### config.mk
export PLATFORM = sky130hd
export DESIGN_NAME = i8d4rq_front
export DESIGN_NICKNAME = d
export VERILOG_FILES = /design/src/rtl/i8d4rq_pkg.sv /design/src/rtl/i8d4rq_front.sv
export SDC_FILE = /design/constraint.sdc
export NUM_CORES = 1
export LEC_CHECK = 0
export ABC_CLOCK_PERIOD_IN_PS = 9200
export BUFFER_PORTS_ARGS = -buffer_cell sky130_fd_sc_hd__buf_2
export CORE_ASPECT_RATIO = 0.75
export CORE_MARGIN = 1.5
export CORE_UTILIZATION = 40
export DETAILED_ROUTE_END_ITERATION = 10
export GPL_ROUTABILITY_DRIVEN = 1
export HOLD_SLACK_MARGIN = 0.06
export PLACE_DENSITY = 0.68
export SYNTH_ARGS = -nofsm -noshare
export SYNTH_HDL_FRONTEND = slang
export SYNTH_SLANG_ARGS = --single-unit
### constraint.sdc
create_clock -name clk -period 9.2 [get_ports clk]
set_clock_uncertainty 0.1 [all_clocks]
set_input_delay 0.92 -clock clk [delete_from_list [all_inputs] [get_ports clk]]
set_output_delay 0.92 -clock clk [all_outputs]
set_load 0.02 [all_outputs]
### src/rtl/i8d4rq_pkg.sv
// Shared types and constants for the four-row int8 dot product with requantization.
// No dependencies; imported by every module of the block.
package i8d4rq_pkg;

    localparam int LANES           = 4;
    localparam int SUM_W           = 32;
    localparam int MULT_W          = 31;
    localparam int SHIFT_W         = 6;
    localparam int QUEUE_DEPTH_DEF = 2;

    typedef enum logic [1:0] {
        REG_ACT_ZERO_ADJ = 2'd0,
        REG_RES_ZERO_PT  = 2'd1,
        REG_ACT_MIN      = 2'd2,
        REG_ACT_MAX      = 2'd3
    } cfg_idx_t;

    typedef struct packed {
        logic signed [8:0] act_zero_adj;
        logic signed [7:0] res_zero_pt;
        logic signed [7:0] act_min;
        logic signed [7:0] act_max;
    } cfg_t;

    // One finished column run, handed from the accumulator to the requantizer
    typedef struct packed {
        logic [LANES-1:0][SUM_W-1:0] row_sum;
        logic [SUM_W-1:0]            weight_sum;
        logic [SUM_W-1:0]            bias;
        logic [MULT_W-1:0]           multiplier;
        logic signed [SHIFT_W-1:0]   shift;
    } job_t;

endpackage

### src/rtl/i8d4rq_front.sv
// Front end: accepts items, accumulates four row sums and the weight sum.
// Pushes a finished run into the job queue on the last item. Uses i8d4rq_pkg.
module i8d4rq_front import i8d4rq_pkg::*;
(
    input  logic                      clk,
    input  logic                      rst_n,
    input  logic                      in_valid,
    output logic                      in_ready,
    input  logic signed [7:0]         weight,
    input  logic signed [7:0]         act0,
    input  logic signed [7:0]         act1,
    input  logic signed [7:0]         act2,
    input  logic signed [7:0]         act3,
    input  logic [SUM_W-1:0]          bias,
    input  logic [MULT_W-1:0]         multiplier,
    input  logic signed [SHIFT_W-1:0] shift,
    input  logic                      last,
    input  logic                      queue_full,
    output logic                      push,
    output job_t                      push_job
);

    logic [LANES-1:0][SUM_W-1:0] row_sum_reg;
    logic [LANES-1:0][SUM_W-1:0] row_sum_next;
    logic [SUM_W-1:0]            wsum_reg;
    logic [SUM_W-1:0]            wsum_next;
    logic signed [7:0]           act [LANES];
    logic signed [15:0]          prod [LANES];
    logic                        accept;

    assign act[0] = act0;
    assign act[1] = act1;
    assign act[2] = act2;
    assign act[3] = act3;

    // only a last item needs room in the queue
    assign in_ready = !queue_full || !last;
    assign accept   = in_valid && in_ready;
    assign push     = accept && last;

    always_comb
    begin
        for (int i = 0; i < LANES; i++)
        begin
            prod[i]         = weight * act[i];
            row_sum_next[i] = row_sum_reg[i] + SUM_W'(prod[i]);
        end
        wsum_next = wsum_reg + SUM_W'(weight);
    end

    always_comb
    begin
        push_job.row_sum    = row_sum_next;
        push_job.weight_sum = wsum_next;
        push_job.bias       = bias;
        push_job.multiplier = multiplier;
        push_job.shift      = shift;
    end

    always_ff @(posedge clk or negedge rst_n)
    begin
        if (!rst_n)
        begin
            row_sum_reg <= '0;
            wsum_reg    <= '0;
        end
        else if (accept)
        begin
            if (last)
            begin
                // run handed off, start the next one from zero
                row_sum_reg <= '0;
                wsum_reg    <= '0;
            end
            else
            begin
                row_sum_reg <= row_sum_next;
                wsum_reg    <= wsum_next;
            end
        end
    end

endmodule

# After elaboration in Yosys (flattened, before gate mapping)
# Cells that the tools add are included.
# word_totals
ff_bits,160
word_cells,21
# classes
n_mux,2
n_addsub,5
mul,4
n_reduce_logical,5
# op_table
op,count
$add A32 B32 Y32,5
$mux W128,1
$mul A8 B8 Y16,4
$mux W32,1
$logic_and A1 B1 Y1,2
$logic_not A1 Y1,2
$logic_or A1 B1 Y1,1

# Logic depth before layout (Yosys ltp)
# depth
depth_word,4
ltp_mapped,30
depth_no_buf,29

# Least setup slack after synthesis
# Ideal clock, no wire load.
# synth_timing
path_type,input -> output
from,input weight[7]
to,output push_job[223] (netlist name)
path_slack_ns,0.502
path_buffers,2
t_arrival_ns,7.678
required_time_ns,8.180
path_stages,27
cell_sequence,clkbuf_1 > clkbuf_1 > and2_1 > fa_1 > inv_1 > fa_1 > inv_1 > fa_1 > inv_1 > fa_1 > inv_1 > ha_1 > o21ai_0 > nor2_1 > o41a_1 > a41oi_1 > a21oi_1 > xnor2_1 > ha_1 > a21o_1 > a21o_1 > a21o_1 > nor3b_2 > a211oi_1 > o21a_1 > or3_1 > and2_1
# synth_rtl
item,line_no,text
"start, declared",i8d4rq_front.sv:9,"input logic signed [7:0] weight,"
"end, declared",i8d4rq_front.sv:20,output job_t push_job

==> impl_metrics.json <==
{
  "status": "finished clean",
  "area_delta_synth_final_pct": 8.61,
  "mostFrequentLayoutCell": "inv_1",
  "drt-total-wl_um": 60600,
  "cts_max_level": 4,
  "regArea_um2": 4000,
  "yosys_most_used_dff": "dfrtp_1",
  "std_cell_rows": 77,
  "initial_core_util_pct": 40.7,
  "clk_latency_ns": 0.46,
  "first_global_vias": 18854,
  "yosysWarnings": 0,
  "synth_nets": 3324,
  "ff2ff_path_depth": 12,
  "grt_pass1_wl_um": 99800,
  "numPortBuffers": 206,
  "core_area_um2": 59300,
  "period_share_pct": 94.8,
  "cp_common_cell": "inv_1",
  "multiInputGateArea_um2": 17900,
  "wl_met2_um": 27800,
  "largest_reg_flops": 128,
  "maxSlewHeadroom_pct": 34.4,
  "synth_top_area_share_pct": 18.7,
  "highest_layer": "met4",
  "drc": 0,
  "hold_viol_final": 0,
  "ff2ff_setup_slack_ns": 5.76,
  "cp-start-kind": "input port",
  "yosysTopAreaCell": "fa_1",
  "async_reset_ff_share_pct": 100,
  "num-nets-final": 3434,
  "cpPeakStageDelay_ns": 0.53,
  "syn_inst": 2706,
  "critPathRequiredTime_ns": 8.18,
  "drtIter0Drc": 968,
  "cts.sinks": 160,
  "setup.worst_path.end_class": "primary output",
  "yosysSeqAreaShare_pct": 16.6,
  "syn_avg_cell_area_um2": 8.91,
  "cts_setup_buffers": 0,
  "critPathSlowestCell": "fa_1",
  "arrival_ns": 7.71,
  "mostFrequentLayoutCells": "inv_1, ha_1, fa_1, buf_2, and2_1",
  "die_h_um": 216,
  "dr_wl_met3_um": 2810,
  "io_pins": 345,
  "hold_path_class": "in -> async",
  "clockBufferDepth": 2,
  "place_congestion": 0.923,
  "grtUsageTotal_pct": 19.9,
  "setup.worst_path.class": "in -> out",
  "synth_area_leaders": "fa_1, dfrtp_1, ha_1",
  "synthesis.area_um2": 24100,
  "fp.dieW_um": 286,
  "finalMaxSlewViolations": 0,
  "grt_setup_unrepaired": "no",
  "fin_cells": 3621,
  "fin_crit_ns": 8.73,
  "postRouteAntennaNets": 0,
  "tightestPinTransition_ns": 0.984,
  "worstPathMaxFanout": 34,
  "grt.overflow.total": 0,
  "rr_endpoint": "row_sum_reg[58]",
  "setup_tns_ns": 0,
  "dp_hpwl_um": 47900,
  "vias": 19114,
  "viasPerCell": 5.28,
  "synth_cell_types": 77,
  "first_pass_iters": 4,
  "synth_edf_count": 0,
  "numCtsBuffers": 17,
  "finalSetupViolCount": 0,
  "wl_per_cell_um": 16.7,
  "drv_cap": 0,
  "antenna_found_initial": 2,
  "fmax_ghz": 0.115,
  "layout-drive-gt1-share_pct": 10.4,
  "cts_root_buf": "clkbuf_16",
  "clkTransAtPathRegs_ns": 0.07,
  "yosys_register_bits": 160,
  "fin_util_pct": 44.2,
  "cts_tree": "yes",
  "dp.cells": 3587,
  "grt_max_degree": 85,
  "r2r-start": "row_sum_reg[32]",
  "wl_met1_um": 29200,
  "n_fill_cell": 5842,
  "dieArea_um2": 61800
}
## per-stage QoR
stage	hold WS (ns)	setup slack [ns]	cell area [µm²]
2_1_floorplan	0.343	0.502	24100
3_3_place_gp	0.355	0.460	25600
3_5_place_dp	0.363	0.314	25600
4_1_cts	0.291	0.306	26200
5_1_grt	0.310	0.0558	26200
6_report	0.289	0.474	26200
## cells by family after synthesis
| kind of cell | count (synthesis) | synth area share, % |
|---|---|---|
| fa+ha+maj | 504 | 33.2 |
| xor+xnor | 196 | 7.21 |
| mux | 7 | 0.311 |
| simple gates | 637 | 13.6 |
| compound gates | 668 | 19.7 |
| flops | 160 | 16.6 |
| buf+inv | 534 | 9.39 |
## worst max path at each step
| stage | slack, ns | cells past startpoint | start | end |
|---|---|---|---|---|
| after floorplan | 0.50 | 27 | weight[7] | push_job[223] |
| after global placement | 0.46 | 28 | weight[7] | push_job[131] |
| after detailed placement | 0.31 | 28 | weight[7] | push_job[131] |
| after CTS | 0.31 | 28 | weight[7] | push_job[131] |
| after global routing | 0.06 | 28 | weight[4] | push_job[159] |
| final | 0.47 | 29 | weight[7] | push_job[131] |
## cells in the mapped netlist (all sizes together) (10+ instances only)
cell type / instances
nand2b: 29
buf: 69
or3: 10
o21a: 32
nor2b: 40
o21bai: 25
nand3: 37
o21ai: 88
nand2: 161
xnor2: 144
nand4: 10
clkbuf: 68
fa: 225
and3: 17
dfrtp: 160
a31oi: 14
a21o: 100
o211ai: 14
a211oi: 29
nor2: 108
a22o: 130
inv: 397
o31ai: 13
ha: 279
xor2: 51
nor3: 22
a21oi: 149
and2: 180
## what timing repair did
| action | CTS | global route |
|---|---|---|
| endpoints found under the setup margin | 0 | 9 |
| resized for setup | 0 | 5 |
| hold buffers | 0 | 0 |
## routing by layer
| metal | up-vias | track usage (%) |
|---|---|---|
| met4 | 0 | 3.63 |
| met3 | 38 | 3.85 |
| met5 | - | 0 |
| met2 | 407 | 31.8 |
| li1 | 9315 | - |
| met1 | 9354 | 28.2 |
## cell type report
type,count,area share [%]
antenna,2,0.0191
multi-input combinational,2012,68.3
sequential,160,15.3
timing repair buffer,228,4.63
inverter,397,5.69
clock buffer,18,1.64
tap,790,3.78
clock inverter,14,0.626
## critical path: cells and delay by family
family / cells / cell delay, ns
adder cells (fa/ha/maj): 6 / 2.58
AND/OR/NAND/NOR: 1 / 0.28
AO/OA/AOI/OAI: 12 / 2.42
buffers and inverters: 8 / 1.03
XOR/XNOR: 2 / 0.45
Power is left out: the tool's default activity adds up to more than one toggle a clock period on the data nets, which glitch-free logic cannot reach.
