<file path="config.mk">
export PLATFORM = sky130hd
export DESIGN_NAME = i8d4rq_queue
export DESIGN_NICKNAME = d
export VERILOG_FILES = /design/src/rtl/i8d4rq_pkg.sv /design/src/rtl/i8d4rq_queue.sv
export SDC_FILE = /design/constraint.sdc
export NUM_CORES = 1
export LEC_CHECK = 0
export ABC_CLOCK_PERIOD_IN_PS = 20300
export BUFFER_PORTS_ARGS = -buffer_cell sky130_fd_sc_hd__buf_2
export CAP_MARGIN = 20
export CORE_MARGIN = 5
export CORE_UTILIZATION = 57
export DETAILED_ROUTE_END_ITERATION = 8
export HOLD_SLACK_MARGIN = 0.12
export PLACE_DENSITY = 0.85
export SYNTH_ARGS = -nofsm -noshare
export SYNTH_HDL_FRONTEND = slang
export SYNTH_SLANG_ARGS = --single-unit
</file>
<file path="constraint.sdc">
create_clock -name clk -period 20.3 [get_ports clk]
set_input_delay 3.045 -clock clk [delete_from_list [all_inputs] [get_ports clk]]
set_output_delay 3.045 -clock clk [all_outputs]
set_load 0.03 [all_outputs]
</file>
<file path="src/rtl/i8d4rq_pkg.sv">
// Shared types and constants for the four-row int8 dot product with requantization.
// No dependencies; imported by every module of the block.
package i8d4rq_pkg;

    localparam int LANES           = 4;
    localparam int SUM_W           = 32;
    localparam int MULT_W          = 31;
    localparam int SHIFT_W         = 6;
    localparam int QUEUE_DEPTH_DEF = 2;

    typedef enum logic [1:0] {
        REG_ACT_ZERO_ADJ = 2'd0,
        REG_RES_ZERO_PT  = 2'd1,
        REG_ACT_MIN      = 2'd2,
        REG_ACT_MAX      = 2'd3
    } cfg_idx_t;

    typedef struct packed {
        logic signed [8:0] act_zero_adj;
        logic signed [7:0] res_zero_pt;
        logic signed [7:0] act_min;
        logic signed [7:0] act_max;
    } cfg_t;

    // One finished column run, handed from the accumulator to the requantizer
    typedef struct packed {
        logic [LANES-1:0][SUM_W-1:0] row_sum;
        logic [SUM_W-1:0]            weight_sum;
        logic [SUM_W-1:0]            bias;
        logic [MULT_W-1:0]           multiplier;
        logic signed [SHIFT_W-1:0]   shift;
    } job_t;

endpackage

</file>
<file path="src/rtl/i8d4rq_queue.sv">
// Short job queue between the accumulator front end and the requantizer.
// Holds finished runs as job_t entries. Uses i8d4rq_pkg.
module i8d4rq_queue import i8d4rq_pkg::*;
#(
    parameter int DEPTH = QUEUE_DEPTH_DEF
)
(
    input  logic clk,
    input  logic rst_n,
    input  logic push,
    input  job_t push_job,
    input  logic pop,
    output job_t head,
    output logic full,
    output logic empty
);

    localparam int AW = (DEPTH > 1) ? $clog2(DEPTH) : 1;
    localparam int CW = $clog2(DEPTH + 1);

    job_t          mem [DEPTH];
    logic [AW-1:0] wr_ptr_reg;
    logic [AW-1:0] rd_ptr_reg;
    logic [CW-1:0] count_reg;

    assign full  = (count_reg == CW'(DEPTH));
    assign empty = (count_reg == '0);
    assign head  = mem[rd_ptr_reg];

    always_ff @(posedge clk)
    begin
        if (push)
            mem[wr_ptr_reg] <= push_job;
    end

    always_ff @(posedge clk or negedge rst_n)
    begin
        if (!rst_n)
        begin
            wr_ptr_reg <= '0;
            rd_ptr_reg <= '0;
            count_reg  <= '0;
        end
        else
        begin
            if (push)
                wr_ptr_reg <= (wr_ptr_reg == AW'(DEPTH - 1)) ? '0 : wr_ptr_reg + 1'b1;
            if (pop)
                rd_ptr_reg <= (rd_ptr_reg == AW'(DEPTH - 1)) ? '0 : rd_ptr_reg + 1'b1;
            if (push && !pop)
                count_reg <= count_reg + 1'b1;
            else if (pop && !push)
                count_reg <= count_reg - 1'b1;
        end
    end

endmodule

</file>
# Word level (Yosys, flattened, before mapping)
# Memory sizes are Yosys's and may differ from the RTL's.
# Index checks and enable logic that the tools add are counted.
[word_totals]
mem_count = 1
in_bits = 233
ramBits = 458
out_inout_bits = 231
register_bits = 4
[op_classes]
eq_ne = 1
addsub = 4
mux = 6
n_reduce_logical = 6
[memory_table]
columns = ["memory", "words", "word_bits", "rd", "rd_ports_with_merged_regs", "wr", "line_no", "rtl"]
rows = [
  ["mem", 2, 229, 1, 0, 1, "i8d4rq_queue.sv:21", "job_t mem [DEPTH];"],
]
[ops]
columns = ["operator", "count"]
rows = [
  ["$mux W1", 4],
  ["$mux W2", 2],
  ["$add A1 B1 Y1 const B", 2],
  ["$add A2 B1 Y2 const B", 1],
  ["$eq A2 B2 Y1 const B", 1],
  ["$logic_and A1 B1 Y1", 2],
  ["$logic_not A1 Y1", 2],
  ["$logic_not A2 Y1", 1],
  ["$reduce_bool A2 Y1", 1],
  ["$sub A2 B1 Y2 const B", 1],
]

# Longest topological paths before layout
[logic_depth]
ltp_word = 4
ltp_mapped = 5
depth_no_buf = 5

# Least setup slack after synthesis
# OpenSTA, ideal clock, no wires.
[synth_timing]
kind = "input to register"
from = "input push"
to = "memory mem[0][0] (netlist bit) (enable)"
path_buffers = 0
stages = 1
required_ps = 19450
slack_ps = 6543
setup_time_ps = 850
arrival_ps = 12907
path_cell_list = "nor2b_1"
[synth_between]
elab_chain_cells = 2
[synth_rtl]
columns = ["element", "line_no", "rtl"]
rows = [
  ["from (decl)", "i8d4rq_queue.sv:10", "input logic push,"],
  ["$mux W1", "i8d4rq_queue.sv:32", "if (push)"],
  ["$mux W1 (not written as such)", "i8d4rq_queue.sv:33", "mem[wr_ptr_reg] <= push_job;"],
  ["to (decl)", "i8d4rq_queue.sv:21", ""],
]
# Every way passes these cells.

==> impl_metrics.env <==
export IMPL_drc=0
export IMPL_synth_top_area_share_pct=77.5
export IMPL_cts_sinks=462
export IMPL_ys_seq_area_share_pct=78.1
export IMPL_drt_iter0_markers=499
export IMPL_synth_flop_cell="edfxtp_1"
export IMPL_gp_routability_congestion=0.806
export IMPL_largest_register_ffs=458
export IMPL_root_buffer="clkbuf_16"
export IMPL_grt_pass1_wl_um=55300
export IMPL_slew_violations=0
export IMPL_peakVddDrop_v=0.000119
export IMPL_htreeDepth=2
export IMPL_post_cts_buffers=0
export IMPL_worst_pin_slew_ns=1.04
export IMPL_io_pins=464
export IMPL_worstPathRequired_ns=17.26
export IMPL_p_clk_share_pct=24.3
export IMPL_comb_power_share_pct=36.8
export IMPL_rows=64
export IMPL_areaGrowthSynthToFinish_pct=22.5
export IMPL_wl_per_cell_um=22.5
export IMPL_start_util_pct=57.8
export IMPL_clk_latency_ns=0.52
export IMPL_fillCellCount=1842
export IMPL_antenna_left=0
export IMPL_syn_nets=963
export IMPL_fin_ws_ns=13.71
export IMPL_avgSynthCellArea_um2=24.3
export IMPL_coreArea_mm2=0.0307
export IMPL_synth_area_mm2=0.0177
export IMPL_p_int_mw=2.26
export IMPL_crit_start="rd_ptr_reg"
export IMPL_critical_path_class="reg -> out"
export IMPL_cts_tree="done"
export IMPL_wirelength_um=37200
export IMPL_die_area_mm2=0.0347
export IMPL_max_clock_freq_ghz=0.152
export IMPL_ys_ff_latch=462
export IMPL_cp_start_kind="register"
export IMPL_port_buffers=463
export IMPL_cts_buffers=45
export IMPL_multi_input_area_mm2=0.00342
export IMPL_worstSetupEndpoint="head[206]"
export IMPL_dpl_hpwl_um=25700
export IMPL_syn_inst=729
export IMPL_finalCritPeriodShare_pct=32.4
export IMPL_pwr_density_cell_mw_per_mm2=158
export IMPL_synth_edf_count=458
export IMPL_nNetsFinal=1457
export IMPL_hp_class="reg -> reg"
export IMPL_firstDrtPassIters=4
export IMPL_skew_ns=0.0192
export IMPL_yosysTopAreaCell="edfxtp_1"
export IMPL_worstReg2RegStart="wr_ptr_reg"
export IMPL_cts_hold_buf=0
export IMPL_hold_violations=0
export IMPL_synth_top_cells_by_count="edfxtp_1 (458), mux2_4 (200), mux2_2 (29), buf_12 (22)"
export IMPL_critPathArrivalTime_ns=3.54
export IMPL_synth_area_leaders="edfxtp_1 (78%), mux2_4 (17%), buf_12 (2.5%)"
export IMPL_clk_pin_slew_ns=0.06
export IMPL_slew_headroom_pct=30.5
export IMPL_overflow=0
export IMPL_setup_viol=0
export IMPL_p_seq_share_pct=38.8
export IMPL_ys_async_sr_fraction_pct=0.866
export IMPL_grtUsageTotal_pct=20.6
export IMPL_fin_tns_setup_ns=0
export IMPL_drive_gt1_share_pct=60.9
export IMPL_via_per_inst=5.26
export IMPL_ys_warn_count=0
export IMPL_first_global_vias=9316
export IMPL_place_area_mm2=0.0202
export IMPL_reg2regPathDepth=3
export IMPL_seqCellArea_mm2=0.0139
export IMPL_maxCapViolCount=0
export IMPL_min_period_ns=6.59
export IMPL_antenna_found_initial=13
export IMPL_cellLeakagePower_nw=8.77
export IMPL_cts_repair_resize_count=0
export IMPL_netSwitchingFraction_pct=34.1
export IMPL_die_w_um=186
export IMPL_pre_cts_slack_ns=14.16
export IMPL_synth_most_common_cell="edfxtp_1"
export IMPL_final_cell_area_mm2=0.0217
export IMPL_synth_distinct_cells=14
export IMPL_hold_ws_ns=0.525
export IMPL_timing_rr_end="mem[1][96]"
export IMPL_r2r_slack_ns=17.66
export IMPL_outcome="finished clean"
export IMPL_grt_max_degree=160
export IMPL_vias=8727
export IMPL_critical_path_endpoint_type="output port"
export IMPL_fp_dieH_um=186
export IMPL_switchingPower_mw=1.17
export IMPL_clock_path_buffers=3
export IMPL_rsz0062_at_grt="no"
export IMPL_cp_max_fo=51
[routing by layer]
metal | vias up | wire length [µm] | global-route usage, %
li1 | 3909 | - | -
met1 | 4336 | 13400 | 24.0
met2 | 410 | 19700 | 36.8
met3 | 60 | 3290 | 6.76
met4 | 12 | 793 | 5.19
met5 | - | 70 | 0
[power groups by stage]
stage / Combinational, mW / Sequential [mW] / Clock [mW]
after floorplan: 1.05 / 1.38 / 0
after global placement: 1.26 / 1.34 / 0
after detailed placement: 1.27 / 1.35 / 0
after CTS: 1.27 / 1.33 / 0.854
after global routing: 1.32 / 1.35 / 0.902
final: 1.26 / 1.33 / 0.834
[placed cells by master, fill, tap and decap left out, types with 2 or more instances in the layout]
master,n
buf_12,2
buf_2,463
buf_4,7
bufinv_16,7
clkbuf_1,10
clkbuf_16,47
clkinv_1,10
clkinv_2,5
dfrtp_1,3
diode_2,6
edfxtp_1,458
mux2_2,29
mux2_4,200
nor2_1,2
xor2_1,4
[cells by family after synthesis]
group,count (synthesis),share of synthesized area [%]
XOR/XNOR,5,0.247
adder cells (fa/ha/maj),1,0.0705
buffers and inverters,27,2.65
flip-flops,462,78.1
multiplexers,229,18.8
AND/OR/NAND/NOR,5,0.148
[critical path, stage by stage, from the launching register on]
cell,delay (ns)
dfrtp_4,0.72
buf_4,0.70
buf_4,0.83
mux2_2,0.41
buf_2,0.18
[area by class of cell]
class	count	area share (%)
multi-input cells	240	15.7
well taps	396	2.28
clock inverters	24	1.33
inverters	1	0.0173
flip-flops and latches	462	63.8
repair buffers	473	11.2
diodes	6	0.0691
clock buffers	57	5.58
[per-stage QoR]
step | utilization [%] | power [mW] | cells
CTS | 70.7 | 3.46 | 1651
detailed placement | 65.8 | 2.62 | 1570
global route | 70.9 | 3.57 | 1658
floorplan | - | 2.42 | 729
finish | 70.9 | 3.43 | 1659
global placement | 65.8 | 2.59 | 1570
[worst min path at each step]
stage,start,to,cells past startpoint
2_1_floorplan,wr_ptr_reg,wr_ptr_reg,1
3_3_place_gp,count_reg[1],count_reg[1],1
3_5_place_dp,count_reg[1],count_reg[1],1
4_1_cts,count_reg[1],count_reg[1],1
5_1_grt,count_reg[1],count_reg[1],1
6_report,count_reg[1],count_reg[1],1
Power figures use the tool's default switching activity.
